## config.mk

```make
export PLATFORM = sky130hd
export DESIGN_NAME = tlb_page_table_translator
export DESIGN_NICKNAME = d
export VERILOG_FILES = /design/src/sv/tpt_pkg.sv /design/src/sv/tpt_front.sv /design/src/sv/tpt_tlb.sv /design/src/sv/tpt_back.sv /design/src/sv/tlb_page_table_translator.sv
export SDC_FILE = /design/constraint.sdc
export NUM_CORES = 2
export LEC_CHECK = 0
export BUFFER_PORTS_ARGS = -buffer_cell sky130_fd_sc_hd__buf_2
export CAP_MARGIN = 20
export CORE_MARGIN = 2
export CORE_UTILIZATION = 25
export DETAILED_ROUTE_END_ITERATION = 8
export GPL_ROUTABILITY_DRIVEN = 0
export PLACE_DENSITY = 0.43
export SKIP_CTS_REPAIR_TIMING = 1
export SYNTH_ARGS = -nofsm -noshare
export SYNTH_HDL_FRONTEND = slang
export SYNTH_SLANG_ARGS = --single-unit
export TNS_END_PERCENT = 30
```

## constraint.sdc

```tcl
create_clock -name clk -period 7.05 [get_ports clk]
set_input_delay 1.0575 -clock clk [delete_from_list [all_inputs] [get_ports clk]]
set_output_delay 1.0575 -clock clk [all_outputs]
set_load 0.005 [all_outputs]
```

## src/sv/tpt_pkg.sv

```systemverilog
`default_nettype none
// ----------------------------------------------------------------------------
// TLB page table translator package
// Shared sizes, default parameter values and the TLB control bundle.
// ----------------------------------------------------------------------------
package tpt_pkg;

  localparam int TLB_SIZE_DEF    = 16;
  localparam int PAGE_BITS_DEF   = 8;
  localparam int OFFSET_BITS_DEF = 8;

  localparam int ADDR_W      = 16;
  localparam int FRAME_OUT_W = 8;
  localparam int PADDR_W     = 16;
  localparam int CNT_W       = 32;

  localparam int M_TDATA_W = 88;
  localparam int M_TUSER_W = 2;

  localparam logic [CNT_W-1:0] CNT_MAX = '1;

  typedef struct packed {
    logic upd;
    logic hit;
  } tlb_ctl_t;

endpackage
`default_nettype wire

```

## src/sv/tpt_front.sv

```systemverilog
`default_nettype none
// ----------------------------------------------------------------------------
// TLB page table translator front end
// Accepts address transfers, splits them into page and offset and holds
// them in a two-entry queue for the back end.
// ----------------------------------------------------------------------------
module tpt_front import tpt_pkg::*; #(
  parameter int PAGE_BITS   = PAGE_BITS_DEF,
  parameter int OFFSET_BITS = OFFSET_BITS_DEF
) (
  input  logic                   clk,
  input  logic                   rst,
  input  logic                   s_tvalid,
  output logic                   s_tready,
  input  logic [ADDR_W-1:0]      s_tdata,
  output logic                   q_valid,
  input  logic                   q_pop,
  output logic [PAGE_BITS-1:0]   q_page,
  output logic [OFFSET_BITS-1:0] q_offset
);

  localparam int EXT_W  = ADDR_W + PAGE_BITS + OFFSET_BITS;
  localparam int SLOT_W = PAGE_BITS + OFFSET_BITS;
  localparam logic [1:0] QDEPTH = 2'd2;

  logic [EXT_W-1:0]       addr_ext;
  logic [EXT_W-1:0]       addr_shr;
  logic [PAGE_BITS-1:0]   in_page;
  logic [OFFSET_BITS-1:0] in_offset;
  logic [SLOT_W-1:0]      slot [2];
  logic                   wr_ptr;
  logic                   rd_ptr;
  logic [1:0]             count;
  logic                   push;

  assign addr_ext  = EXT_W'(s_tdata);
  assign addr_shr  = addr_ext >> OFFSET_BITS;
  assign in_page   = addr_shr[PAGE_BITS-1:0];
  assign in_offset = addr_ext[OFFSET_BITS-1:0];

  assign s_tready = (count != QDEPTH);
  assign push     = s_tvalid && s_tready;
  assign q_valid  = (count != 2'd0);
  assign {q_page, q_offset} = slot[rd_ptr];

  always_ff @(posedge clk) begin
    if (rst) begin
      wr_ptr <= 1'b0;
      rd_ptr <= 1'b0;
      count  <= 2'd0;
    end else begin
      if (push) begin
        wr_ptr <= ~wr_ptr;
      end
      if (q_pop) begin
        rd_ptr <= ~rd_ptr;
      end
      if (push && !q_pop) begin
        count <= count + 2'd1;
      end else if (!push && q_pop) begin
        count <= count - 2'd1;
      end
    end
  end

  always_ff @(posedge clk) begin
    if (push) begin
      slot[wr_ptr] <= {in_page, in_offset};
    end
  end

endmodule
`default_nettype wire

```

## src/sv/tpt_tlb.sv

```systemverilog
`default_nettype none
// ----------------------------------------------------------------------------
// TLB page table translator TLB
// Entries kept oldest first; parallel lookup over the valid entries and an
// update that moves a hit to the newest end or appends with eviction.
// ----------------------------------------------------------------------------
module tpt_tlb import tpt_pkg::*; #(
  parameter int TLB_SIZE  = TLB_SIZE_DEF,
  parameter int PAGE_BITS = PAGE_BITS_DEF
) (
  input  logic                         clk,
  input  logic                         rst,
  input  logic [PAGE_BITS-1:0]         lk_page,
  output logic                         lk_hit,
  output logic [$clog2(TLB_SIZE)-1:0]  lk_pos,
  output logic [PAGE_BITS:0]           lk_frame,
  input  tlb_ctl_t                     ctl,
  input  logic [$clog2(TLB_SIZE)-1:0]  upd_pos,
  input  logic [PAGE_BITS-1:0]         upd_page,
  input  logic [PAGE_BITS:0]           upd_frame
);

  localparam int POS_W   = $clog2(TLB_SIZE);
  localparam int FILL_W  = $clog2(TLB_SIZE + 1);
  localparam int FRAME_W = PAGE_BITS + 1;

  logic [PAGE_BITS-1:0] pages  [TLB_SIZE];
  logic [FRAME_W-1:0]   frames [TLB_SIZE];
  logic [FILL_W-1:0]    fill;
  logic [TLB_SIZE-1:0]  match;
  logic                 full;
  logic                 rem;
  logic [POS_W-1:0]     rm_pos;
  logic [FILL_W-1:0]    fill_rem;

  always_comb begin
    lk_hit   = 1'b0;
    lk_pos   = '0;
    lk_frame = '0;
    for (int k = 0; k < TLB_SIZE; k++) begin
      match[k] = (FILL_W'(k) < fill) && (pages[k] == lk_page);
    end
    for (int k = TLB_SIZE - 1; k >= 0; k--) begin
      if (match[k]) begin
        lk_hit   = 1'b1;
        lk_pos   = POS_W'(k);
        lk_frame = frames[k];
      end
    end
  end

  assign full     = (fill == FILL_W'(TLB_SIZE));
  assign rem      = ctl.hit || full;
  assign rm_pos   = ctl.hit ? upd_pos : '0;
  assign fill_rem = rem ? fill - FILL_W'(1) : fill;

  always_ff @(posedge clk) begin
    if (ctl.upd) begin
      for (int k = 0; k < TLB_SIZE; k++) begin
        if (FILL_W'(k) == fill_rem) begin
          pages[k]  <= upd_page;
          frames[k] <= upd_frame;
        end else if (rem && (POS_W'(k) >= rm_pos) && (FILL_W'(k + 1) < fill)) begin
          pages[k]  <= pages[(k < TLB_SIZE - 1) ? k + 1 : k];
          frames[k] <= frames[(k < TLB_SIZE - 1) ? k + 1 : k];
        end
      end
    end
  end

  always_ff @(posedge clk) begin
    if (rst) begin
      fill <= '0;
    end else if (ctl.upd) begin
      fill <= fill_rem + FILL_W'(1);
    end
  end

  a_fill_bound: assert property (@(posedge clk) disable iff (rst)
    fill <= FILL_W'(TLB_SIZE))
    else $error("TLB fill count beyond capacity");

  a_hit_valid: assert property (@(posedge clk) disable iff (rst)
    lk_hit |-> (FILL_W'(lk_pos) < fill))
    else $error("TLB hit reported on an unfilled entry");

endmodule
`default_nettype wire

```

## src/sv/tpt_back.sv

```systemverilog
`default_nettype none
// ----------------------------------------------------------------------------
// TLB page table translator back end
// Sequences each queued page through TLB lookup, page table read, fault
// allocation, TLB update and the counters, and drives the output register.
// ----------------------------------------------------------------------------
module tpt_back import tpt_pkg::*; #(
  parameter int TLB_SIZE    = TLB_SIZE_DEF,
  parameter int PAGE_BITS   = PAGE_BITS_DEF,
  parameter int OFFSET_BITS = OFFSET_BITS_DEF
) (
  input  logic                         clk,
  input  logic                         rst,
  input  logic                         q_valid,
  output logic                         q_pop,
  input  logic [PAGE_BITS-1:0]         q_page,
  input  logic [OFFSET_BITS-1:0]       q_offset,
  output logic [PAGE_BITS-1:0]         lk_page,
  input  logic                         lk_hit,
  input  logic [$clog2(TLB_SIZE)-1:0]  lk_pos,
  input  logic [PAGE_BITS:0]           lk_frame,
  output tlb_ctl_t                     tlb_ctl,
  output logic [$clog2(TLB_SIZE)-1:0]  upd_pos,
  output logic [PAGE_BITS-1:0]         upd_page,
  output logic [PAGE_BITS:0]           upd_frame,
  output logic                         m_tvalid,
  input  logic                         m_tready,
  output logic [M_TDATA_W-1:0]         m_tdata,
  output logic [M_TUSER_W-1:0]         m_tuser
);

  localparam int POS_W     = $clog2(TLB_SIZE);
  localparam int FRAME_W   = PAGE_BITS + 1;
  localparam int NUM_PAGES = 1 << PAGE_BITS;
  localparam int EXT_W     = FRAME_W + OFFSET_BITS + PADDR_W;

  localparam logic [1:0] ST_CLEAR   = 2'd0;
  localparam logic [1:0] ST_LOOK    = 2'd1;
  localparam logic [1:0] ST_RESOLVE = 2'd2;

  logic [1:0]             state;
  logic [1:0]             state_next;
  logic [PAGE_BITS-1:0]   clr_addr;
  logic [FRAME_W-1:0]     next_free;
  logic [CNT_W-1:0]       hit_cnt;
  logic [CNT_W-1:0]       fault_cnt;

  logic [PAGE_BITS-1:0]   st_page;
  logic [OFFSET_BITS-1:0] st_offset;
  logic                   st_hit;
  logic [POS_W-1:0]       st_pos;
  logic [FRAME_W-1:0]     st_frame;

  logic [FRAME_W:0]       pt_mem [NUM_PAGES];
  logic [FRAME_W:0]       rd_row;
  logic                   mem_we;
  logic [PAGE_BITS-1:0]   mem_waddr;
  logic [FRAME_W:0]       mem_wdata;
  logic                   mem_re;

  logic                   go;
  logic                   load;
  logic                   rd_present;
  logic                   fault;
  logic [FRAME_W-1:0]     frame_sel;
  logic [EXT_W-1:0]       frame_ext;
  logic [EXT_W-1:0]       paddr_ext;

  logic [FRAME_OUT_W-1:0] out_frame;
  logic [PADDR_W-1:0]     out_paddr;
  logic                   out_hit;
  logic                   out_fault;

  assign lk_page    = q_page;
  assign go         = !m_tvalid || m_tready;
  assign load       = (state == ST_RESOLVE) && go;
  assign rd_present = rd_row[FRAME_W];
  assign fault      = !st_hit && !rd_present;

  always_comb begin
    if (st_hit) begin
      frame_sel = st_frame;
    end else if (rd_present) begin
      frame_sel = rd_row[FRAME_W-1:0];
    end else begin
      frame_sel = next_free;
    end
  end

  assign frame_ext = EXT_W'(frame_sel);
  assign paddr_ext = (frame_ext << OFFSET_BITS) | EXT_W'(st_offset);

  assign q_pop       = load;
  assign tlb_ctl.upd = load;
  assign tlb_ctl.hit = st_hit;
  assign upd_pos     = st_pos;
  assign upd_page    = st_page;
  assign upd_frame   = frame_sel;

  assign mem_re = (state == ST_LOOK) && q_valid;

  always_comb begin
    mem_we    = 1'b0;
    mem_waddr = clr_addr;
    mem_wdata = '0;
    if (state == ST_CLEAR) begin
      mem_we = 1'b1;
    end else if (load && fault) begin
      mem_we    = 1'b1;
      mem_waddr = st_page;
      mem_wdata = {1'b1, next_free};
    end
  end

  always_ff @(posedge clk) begin
    if (mem_we) begin
      pt_mem[mem_waddr] <= mem_wdata;
    end
    if (mem_re) begin
      rd_row <= pt_mem[q_page];
    end
  end

  always_comb begin
    state_next = state;
    unique case (state)
      ST_CLEAR: begin
        if (clr_addr == '1) begin
          state_next = ST_LOOK;
        end
      end
      ST_LOOK: begin
        if (q_valid) begin
          state_next = ST_RESOLVE;
        end
      end
      ST_RESOLVE: begin
        if (go) begin
          state_next = ST_LOOK;
        end
      end
      default: begin
        state_next = ST_CLEAR;
      end
    endcase
  end

  always_ff @(posedge clk) begin
    if (rst) begin
      state     <= ST_CLEAR;
      clr_addr  <= '0;
      next_free <= '0;
      hit_cnt   <= '0;
      fault_cnt <= '0;
      m_tvalid  <= 1'b0;
    end else begin
      state <= state_next;
      if (state == ST_CLEAR) begin
        clr_addr <= clr_addr + PAGE_BITS'(1);
      end
      if (load) begin
        m_tvalid <= 1'b1;
        if (st_hit && (hit_cnt != CNT_MAX)) begin
          hit_cnt <= hit_cnt + CNT_W'(1);
        end
        if (fault) begin
          next_free <= next_free + FRAME_W'(1);
          if (fault_cnt != CNT_MAX) begin
            fault_cnt <= fault_cnt + CNT_W'(1);
          end
        end
      end else if (m_tready) begin
        m_tvalid <= 1'b0;
      end
    end
  end

  always_ff @(posedge clk) begin
    if (mem_re) begin
      st_page   <= q_page;
      st_offset <= q_offset;
      st_hit    <= lk_hit;
      st_pos    <= lk_pos;
      st_frame  <= lk_frame;
    end
    if (load) begin
      out_frame <= frame_ext[FRAME_OUT_W-1:0];
      out_paddr <= paddr_ext[PADDR_W-1:0];
      out_hit   <= st_hit;
      out_fault <= fault;
    end
  end

  assign m_tdata = {fault_cnt, hit_cnt, out_paddr, out_frame};
  assign m_tuser = {out_fault, out_hit};

  a_hit_xor_fault: assert property (@(posedge clk) disable iff (rst)
    m_tvalid |-> !(out_hit && out_fault))
    else $error("Result flagged as both TLB hit and page fault");

  a_clear_quiet: assert property (@(posedge clk) disable iff (rst)
    (state == ST_CLEAR) |-> (!q_pop && !tlb_ctl.upd && !m_tvalid))
    else $error("Item processed during page table clearing");

  a_load_shows: assert property (@(posedge clk) disable iff (rst)
    load |=> (m_tvalid && (state == ST_LOOK)))
    else $error("Resolved item did not reach the output register");

  a_look_needs_item: assert property (@(posedge clk) disable iff (rst)
    (state == ST_LOOK) && !q_valid |=> (state == ST_LOOK))
    else $error("Lookup advanced without a queued item");

endmodule
`default_nettype wire

```

## src/sv/tlb_page_table_translator.sv

```systemverilog
`default_nettype none
// ----------------------------------------------------------------------------
// TLB page table translator
// Translates 16-bit logical addresses through an LRU TLB and a demand-paged
// page table, allocating frames in sequence on page faults.
// ----------------------------------------------------------------------------
// Usage:
//   Each input transfer on s_* carries one logical address; each output
//   transfer on m_* carries the frame, physical address, the TLB hit and
//   page fault flags and the saturating hit and fault totals.
//   Path: with an idle block and a ready receiver, an input transfer is
//   queued, then passes lookup and resolve before m_tvalid rises.
//   Items: the back end takes one item at a time, in lookup for the TLB
//   compare and the registered page table read, then in resolve for fault
//   allocation, the TLB update and the output register load.
//   Reset: the TLB is emptied, the counters and frame allocator go to zero,
//   and the page table is cleared in a pass over all 2**PAGE_BITS rows (256 by
//   default). Input transfers are queued (two entries) but not processed
//   until that pass ends.
//   Stall: the output register holds its result while m_tready is low; the
//   back end waits with the next item and the two-entry queue keeps
//   accepting until it is full.
// ----------------------------------------------------------------------------
module tlb_page_table_translator import tpt_pkg::*; #(
  parameter int TLB_SIZE    = TLB_SIZE_DEF,
  parameter int PAGE_BITS   = PAGE_BITS_DEF,
  parameter int OFFSET_BITS = OFFSET_BITS_DEF
) (
  input  logic                 clk,
  input  logic                 rst,
  input  logic                 s_tvalid,
  output logic                 s_tready,
  input  logic [ADDR_W-1:0]    s_tdata,   // [15:0] logical_address
  output logic                 m_tvalid,
  input  logic                 m_tready,
  output logic [M_TDATA_W-1:0] m_tdata,   // [7:0] frame, [23:8] physical_address,
                                          // [55:24] hit_total, [87:56] fault_total
  output logic [M_TUSER_W-1:0] m_tuser    // [0] tlb_hit, [1] page_fault
);

  localparam int POS_W = $clog2(TLB_SIZE);

  logic                   q_valid;
  logic                   q_pop;
  logic [PAGE_BITS-1:0]   q_page;
  logic [OFFSET_BITS-1:0] q_offset;
  logic [PAGE_BITS-1:0]   lk_page;
  logic                   lk_hit;
  logic [POS_W-1:0]       lk_pos;
  logic [PAGE_BITS:0]     lk_frame;
  tlb_ctl_t               tlb_ctl;
  logic [POS_W-1:0]       upd_pos;
  logic [PAGE_BITS-1:0]   upd_page;
  logic [PAGE_BITS:0]     upd_frame;

  tpt_front #(
    .PAGE_BITS   (PAGE_BITS),
    .OFFSET_BITS (OFFSET_BITS)
  ) u_front (
    .clk      (clk),
    .rst      (rst),
    .s_tvalid (s_tvalid),
    .s_tready (s_tready),
    .s_tdata  (s_tdata),
    .q_valid  (q_valid),
    .q_pop    (q_pop),
    .q_page   (q_page),
    .q_offset (q_offset)
  );

  tpt_tlb #(
    .TLB_SIZE  (TLB_SIZE),
    .PAGE_BITS (PAGE_BITS)
  ) u_tlb (
    .clk       (clk),
    .rst       (rst),
    .lk_page   (lk_page),
    .lk_hit    (lk_hit),
    .lk_pos    (lk_pos),
    .lk_frame  (lk_frame),
    .ctl       (tlb_ctl),
    .upd_pos   (upd_pos),
    .upd_page  (upd_page),
    .upd_frame (upd_frame)
  );

  tpt_back #(
    .TLB_SIZE    (TLB_SIZE),
    .PAGE_BITS   (PAGE_BITS),
    .OFFSET_BITS (OFFSET_BITS)
  ) u_back (
    .clk       (clk),
    .rst       (rst),
    .q_valid   (q_valid),
    .q_pop     (q_pop),
    .q_page    (q_page),
    .q_offset  (q_offset),
    .lk_page   (lk_page),
    .lk_hit    (lk_hit),
    .lk_pos    (lk_pos),
    .lk_frame  (lk_frame),
    .tlb_ctl   (tlb_ctl),
    .upd_pos   (upd_pos),
    .upd_page  (upd_page),
    .upd_frame (upd_frame),
    .m_tvalid  (m_tvalid),
    .m_tready  (m_tready),
    .m_tdata   (m_tdata),
    .m_tuser   (m_tuser)
  );

endmodule
`default_nettype wire
```

Word level (Yosys, flattened, before mapping)
Memory sizes are Yosys's and may differ from the RTL's. A register that Yosys moved wholly into a read port is not among the register bits.
Cells that the tools add are included.
{"block": "word_totals", "inputBits": 20, "mem_count": 4, "regBits": 149, "ram_bits": 2864}
{"block": "op_classes", "order_cmp": 33, "eq_ne": 41, "addsub": 8, "n_mux": 200, "bitwise": 35, "reduce_logical": 76}
{"name": "u_back.pt_mem", "depth": 256, "width": 10, "read_ports": 1, "rd_clocked_by_memory_dff": 1, "wr": 1, "line": "tpt_back.sv:54", "source": "logic [FRAME_W:0] pt_mem [NUM_PAGES];"}
{"name": "u_tlb.frames", "depth": 16, "width": 9, "read_ports": 16, "rd_clocked_by_memory_dff": 0, "wr": 16, "line": "tpt_tlb.sv:28", "source": "logic [FRAME_W-1:0] frames [TLB_SIZE];"}
{"name": "u_tlb.pages", "depth": 16, "width": 8, "read_ports": 16, "rd_clocked_by_memory_dff": 0, "wr": 16, "line": "tpt_tlb.sv:27", "source": "logic [PAGE_BITS-1:0] pages [TLB_SIZE];"}
{"name": "u_front.slot", "depth": 2, "width": 16, "read_ports": 1, "rd_clocked_by_memory_dff": 1, "wr": 1, "line": "tpt_front.sv:30", "source": "logic [SLOT_W-1:0] slot [2];"}
{"cell": "9-bit two-way mux", "n": 34}
{"cell": "8-bit two-way mux", "n": 18}
{"cell": "8-bit == test", "n": 16}
{"cell": "1-bit two-way mux", "n": 124}
{"cell": "32-bit by 1-bit adder with 32-bit output, second input constant", "n": 2}
{"cell": "32-bit inequality test, second input constant", "n": 2}
{"cell": "1-bit logical AND", "n": 56}
{"cell": "4-bit by 5-bit == test with 1-bit output, first input constant", "n": 8}
{"cell": "4-bit by 5-bit < comparator with 1-bit output, first input constant", "n": 8}
{"cell": "4-bit two-way mux", "n": 9}
{"cell": "4-bit >= comparator, first input constant", "n": 8}
{"cell": "1-bit OR", "n": 32}
{"cell": "3-bit by 5-bit == test with 1-bit output, first input constant", "n": 4}
{"cell": "3-bit by 5-bit < comparator with 1-bit output, first input constant", "n": 4}
{"cell": "10-bit two-way mux", "n": 2}
{"cell": "3-bit by 4-bit >= comparator with 1-bit output, first input constant", "n": 4}
{"cell": "16-bit by 8-bit OR with 16-bit output", "n": 1}
{"cell": "15-bit OR reduction", "n": 1}
{"cell": "2-bit two-way mux", "n": 7}
{"cell": "3-bit two-way mux", "n": 4}
{"cell": "2-bit by 5-bit == test with 1-bit output, first input constant", "n": 2}
{"cell": "1-bit by 5-bit < comparator with 1-bit output, first input constant", "n": 2}
{"cell": "2-bit by 5-bit < comparator with 1-bit output, first input constant", "n": 2}
{"cell": "9-bit by 1-bit adder with 9-bit output, second input constant", "n": 1}
{"cell": "other kinds (28)", "n": 42}

Longest topological paths before layout
An unclocked memory read counts as a cell.
{"block": "depth", "ltp_word": 19, "ltp_mapped": 14}

Modules after synthesis
From an unflattened synthesis, not the netlist that was laid out.
{"block": "unflattened", "cells_unflattened": 6459, "hier_area_um2": 121671.7}
{"module": "tpt_back", "n_inst": 1, "area_per_inst_um2": 104751.7, "cells_per_inst": 5179}
{"module": "tpt_tlb", "n_inst": 1, "area_per_inst_um2": 15537.4, "cells_per_inst": 1206}
{"module": "tpt_front", "n_inst": 1, "area_per_inst_um2": 1382.6, "cells_per_inst": 74}

Worst setup path after synthesis
OpenSTA, ideal clock, no wires.
{"block": "synth_timing", "path_kind": "input-to-reg", "start": "input port m_tready", "end": "memory u_back.pt_mem[176][0] (netlist bit), enable pin", "setup_time_ns": 0.374, "setup_slack_ns": -0.278, "cell_stages": 11, "t_arrival_ns": 6.954, "path_cell_list": "nand2b_1 > nand2_1 > inv_1 > nand2_1 > inv_1 > buf_1 > nand3b_1 > nand2_1 > nand2_1 > clkbuf_1 > nor2_1"}
{"block": "synth_via", "elab_chain_cells": 7, "word_cells_on_any_way": 9, "classes_between": "mux (6); reduce/logical (3)"}
{"element": "start: declaration", "line": "tlb_page_table_translator.sv:35", "source": "input logic m_tready,"}
{"element": "1-bit logical OR *", "line": "tpt_back.sv:75", "source": "assign go = !m_tvalid || m_tready;"}
{"element": "1-bit logical AND *", "line": "tpt_back.sv:76", "source": "assign load = (state == ST_RESOLVE) && go;"}
{"element": "1-bit logical AND *", "line": "tpt_back.sv:108", "source": "end else if (load && fault) begin"}
{"element": "1-bit two-way mux", "line": "tpt_back.sv:108"}
{"element": "1-bit two-way mux", "line": "tpt_back.sv:106", "source": "if (state == ST_CLEAR) begin"}
{"element": "1-bit two-way mux", "line": "tpt_back.sv:116", "source": "if (mem_we) begin"}
{"element": "1-bit two-way mux (not written as such)", "line": "tpt_back.sv:117", "source": "pt_mem[mem_waddr] <= mem_wdata;"}
{"element": "end: declaration", "line": "tpt_back.sv:54"}
Every way passes the cells marked *; elsewhere a longest branch is shown, timed or not.

==> out/metrics.csv <==
metric,value,unit
status,"finished, final reports clean",
syn-num-nets,8741,
cts_sinks,2741,
synth_cell_type_count,74,
end_kind,register,
placed_area,121000,um2
placementRows,247,
final_max_slew_viol_count,0,
drive_gt1_frac,0.119,
synth_flop_cell,edfxtp_1,
final.min_clock_period,5.37,ns
ys_seq_area_frac,0.717,
final-setup-viol-count,0,
final_util,0.290,
via_per_inst,4.79,
syn-cell-area,113000,um2
fill_cells,45600,
r2r_cells,9,
leakage,43.9,nW
worstPathRequired,7.65,ns
worstPathMaxFanout,20,
cts_tree,done,
holdPathStages,2,
async_flop_share,0,
boundaryPins,112,
final_area,131000,um2
grt_overflow,0,
avgSynthCellArea,13.0,um2
synth-seq-cells,2741,
dr_total_vias,71900,
dp_hpwl,209000,um
rsz0062_at_grt,false,
p_per_area,276,nW/um2
clk_path_buf_depth,4,
area_growth,15.6,%
grt_max_degree,177,
slew_headroom,0.214,
start_util,0.251,
holdWs,0.332,ns
fmax,186,MHz
drc,0,
cp.arrival,5.98,ns
max-cap-violations,0,
max-vdd-ir-drop,0.000178,V
core,452000,um2
timing.final.hold_violations,0,
min_period_over_period,0.762,
die_w,678,um
syn_inst,8709,
path_class,register to register,
drt-wirelength-per-cell,23.5,um
antenna_found_initial,14,
numCtsBuffers,307,
first_iter_violations,6501,
tightest_slew,1.18,ns
insertion_delay,0.94,ns
fin_skew,0.0502,ns
grt_pass1_wl,509000,um
final_nets,8800,
yosys_warnings,0,
ant_nets,0,
clkTransAtPathRegs,0.06,ns
grt_pass1_vias,70600,
cts-root-buf,clkbuf_16,
wirelength,352000,um
crit_path_start_kind,register,
dieHeight,678,um
hp-class,primary input to register,
synth_edf_count,2648,
grt_usage,0.148,
finalSetupTns,0,ns
drt-pass1-iter-count,9,
die_area,459000,um2
htreeDepth,5,
io_buffer_count,111,
## cell usage in the layout (no fill, tap or decap), types with 35 or more instances in the layout
cell | Yosys | layout
mux2_2 | 237 | 237
nand3_1 | 575 | 575
xnor2_1 | 144 | 144
clkinv_1 | 0 | 75
buf_4 | 26 | 166
nor3_1 | 53 | 53
clkbuf_16 | 0 | 317
buf_2 | 201 | 112
dfxtp_1 | 93 | 93
clkbuf_1 | 282 | 62
and3_1 | 353 | 345
nand2_1 | 2329 | 2312
xor2_1 | 53 | 53
a32oi_1 | 37 | 37
nor2_1 | 391 | 386
mux2i_1 | 118 | 118
o21ai_0 | 60 | 57
edfxtp_1 | 2648 | 2648
clkinv_2 | 0 | 53
a21oi_1 | 41 | 41
a221oi_1 | 110 | 110
a32o_1 | 108 | 108
buf_12 | 0 | 35
a31oi_1 | 373 | 373
## through the flow
stage	worst slack, ns	std cells	power [mW]
2_1_floorplan	0.0723	8709	19.7
6_report	1.68	15000	36.2
3_3_place_gp	0.832	14400	20.8
5_1_grt	1.50	15000	37.4
4_1_cts	1.65	15000	36.6
3_5_place_dp	1.11	14400	20.8
## worst paths after layout
kind	from	to	slack [ns]
max	register	u_back.rd_row[9]	1.68
min	rst	u_back.hit_cnt[8]	0.33
max reg2reg	register	u_back.rd_row[9]	1.68
min reg2reg	u_back.st_offset[2]	u_back.out_paddr[2]	0.42
## flip-flops by register name, summed over array words and instances, names as in the netlist, 2 cells and up, named ones only
| name | cells |
|---|---|
| u_back.pt_mem | 2304 |
| u_tlb.frames | 128 |
| u_tlb.pages | 128 |
| u_back.fault_cnt | 32 |
| u_back.hit_cnt | 32 |
| u_front.slot | 32 |
| u_back.out_paddr | 16 |
| u_back.rd_row | 9 |
| u_back.clr_addr | 8 |
| u_back.next_free | 8 |
| u_back.st_frame | 8 |
| u_back.st_offset | 8 |
| u_back.upd_page | 8 |
| u_tlb.fill | 5 |
| u_back.upd_pos | 4 |
| u_back.state | 2 |
| u_front.count | 2 |
## cell usage after synthesis (108+ instances only)
cell type	instances	area, um2
a221oi_1	110	963
a31oi_1	373	2330
a32o_1	108	1080
and3_1	353	2210
buf_2	201	1010
clkbuf_1	282	1060
edfxtp_1	2648	79500
mux2_2	237	2670
mux2i_1	118	1180
nand2_1	2329	8740
nand3_1	575	2880
nor2_1	391	1470
xnor2_1	144	1260
## per-layer routing
layer  global-route usage  vias up  share of wire
li1                     -    32300              -
met1                0.211    36800           0.46
met2                0.234     2239           0.45
met3               0.0192      533          0.055
met4               0.0432        6          0.029
met5                    0        -       0.000091
## cell families after synthesis
family                     count (synthesis)  synth area share
AOI/OAI and AO/OA                        927            0.0596
xor gates and xnor gates                 197            0.0152
adders and majority gates                 12           0.00132
buffers and inverters                    621            0.0247
DFF                                     2741             0.717
muxes                                    363            0.0355
and+or+nand+nor                         3848             0.146
## layout make-up
cell class	instances	area [um2]	share of cell area
clock inverters	176	1620	0.0124
repair buffers	332	2780	0.0212
clock buffers	382	8210	0.0626
diodes	5	12.5	0.0000954
flip-flops and latches	2741	81400	0.621
multi-input cells	5347	29400	0.225
inverters	39	169	0.00129
well taps	5976	7480	0.0570
## critical path, stage by stage, from the launching register on
cell and delay (ns):
dfxtp_1 0.93, buf_4 0.34, mux2i_4 0.81, inv_2 0.42, nand2_2 0.75, buf_4 0.32
o22a_1 0.28, o221ai_1 0.35, a22oi_1 0.54, o221ai_1 0.30
## report_power, final
part / total, mW / switching (mW) / internal [mW]
registers: 17.7 / 0.0176 / 17.6
logic: 2.78 / 2.00 / 0.782
clock network: 15.8 / 6.75 / 9.04
Note: power is estimated with default switching activity, not from simulation.
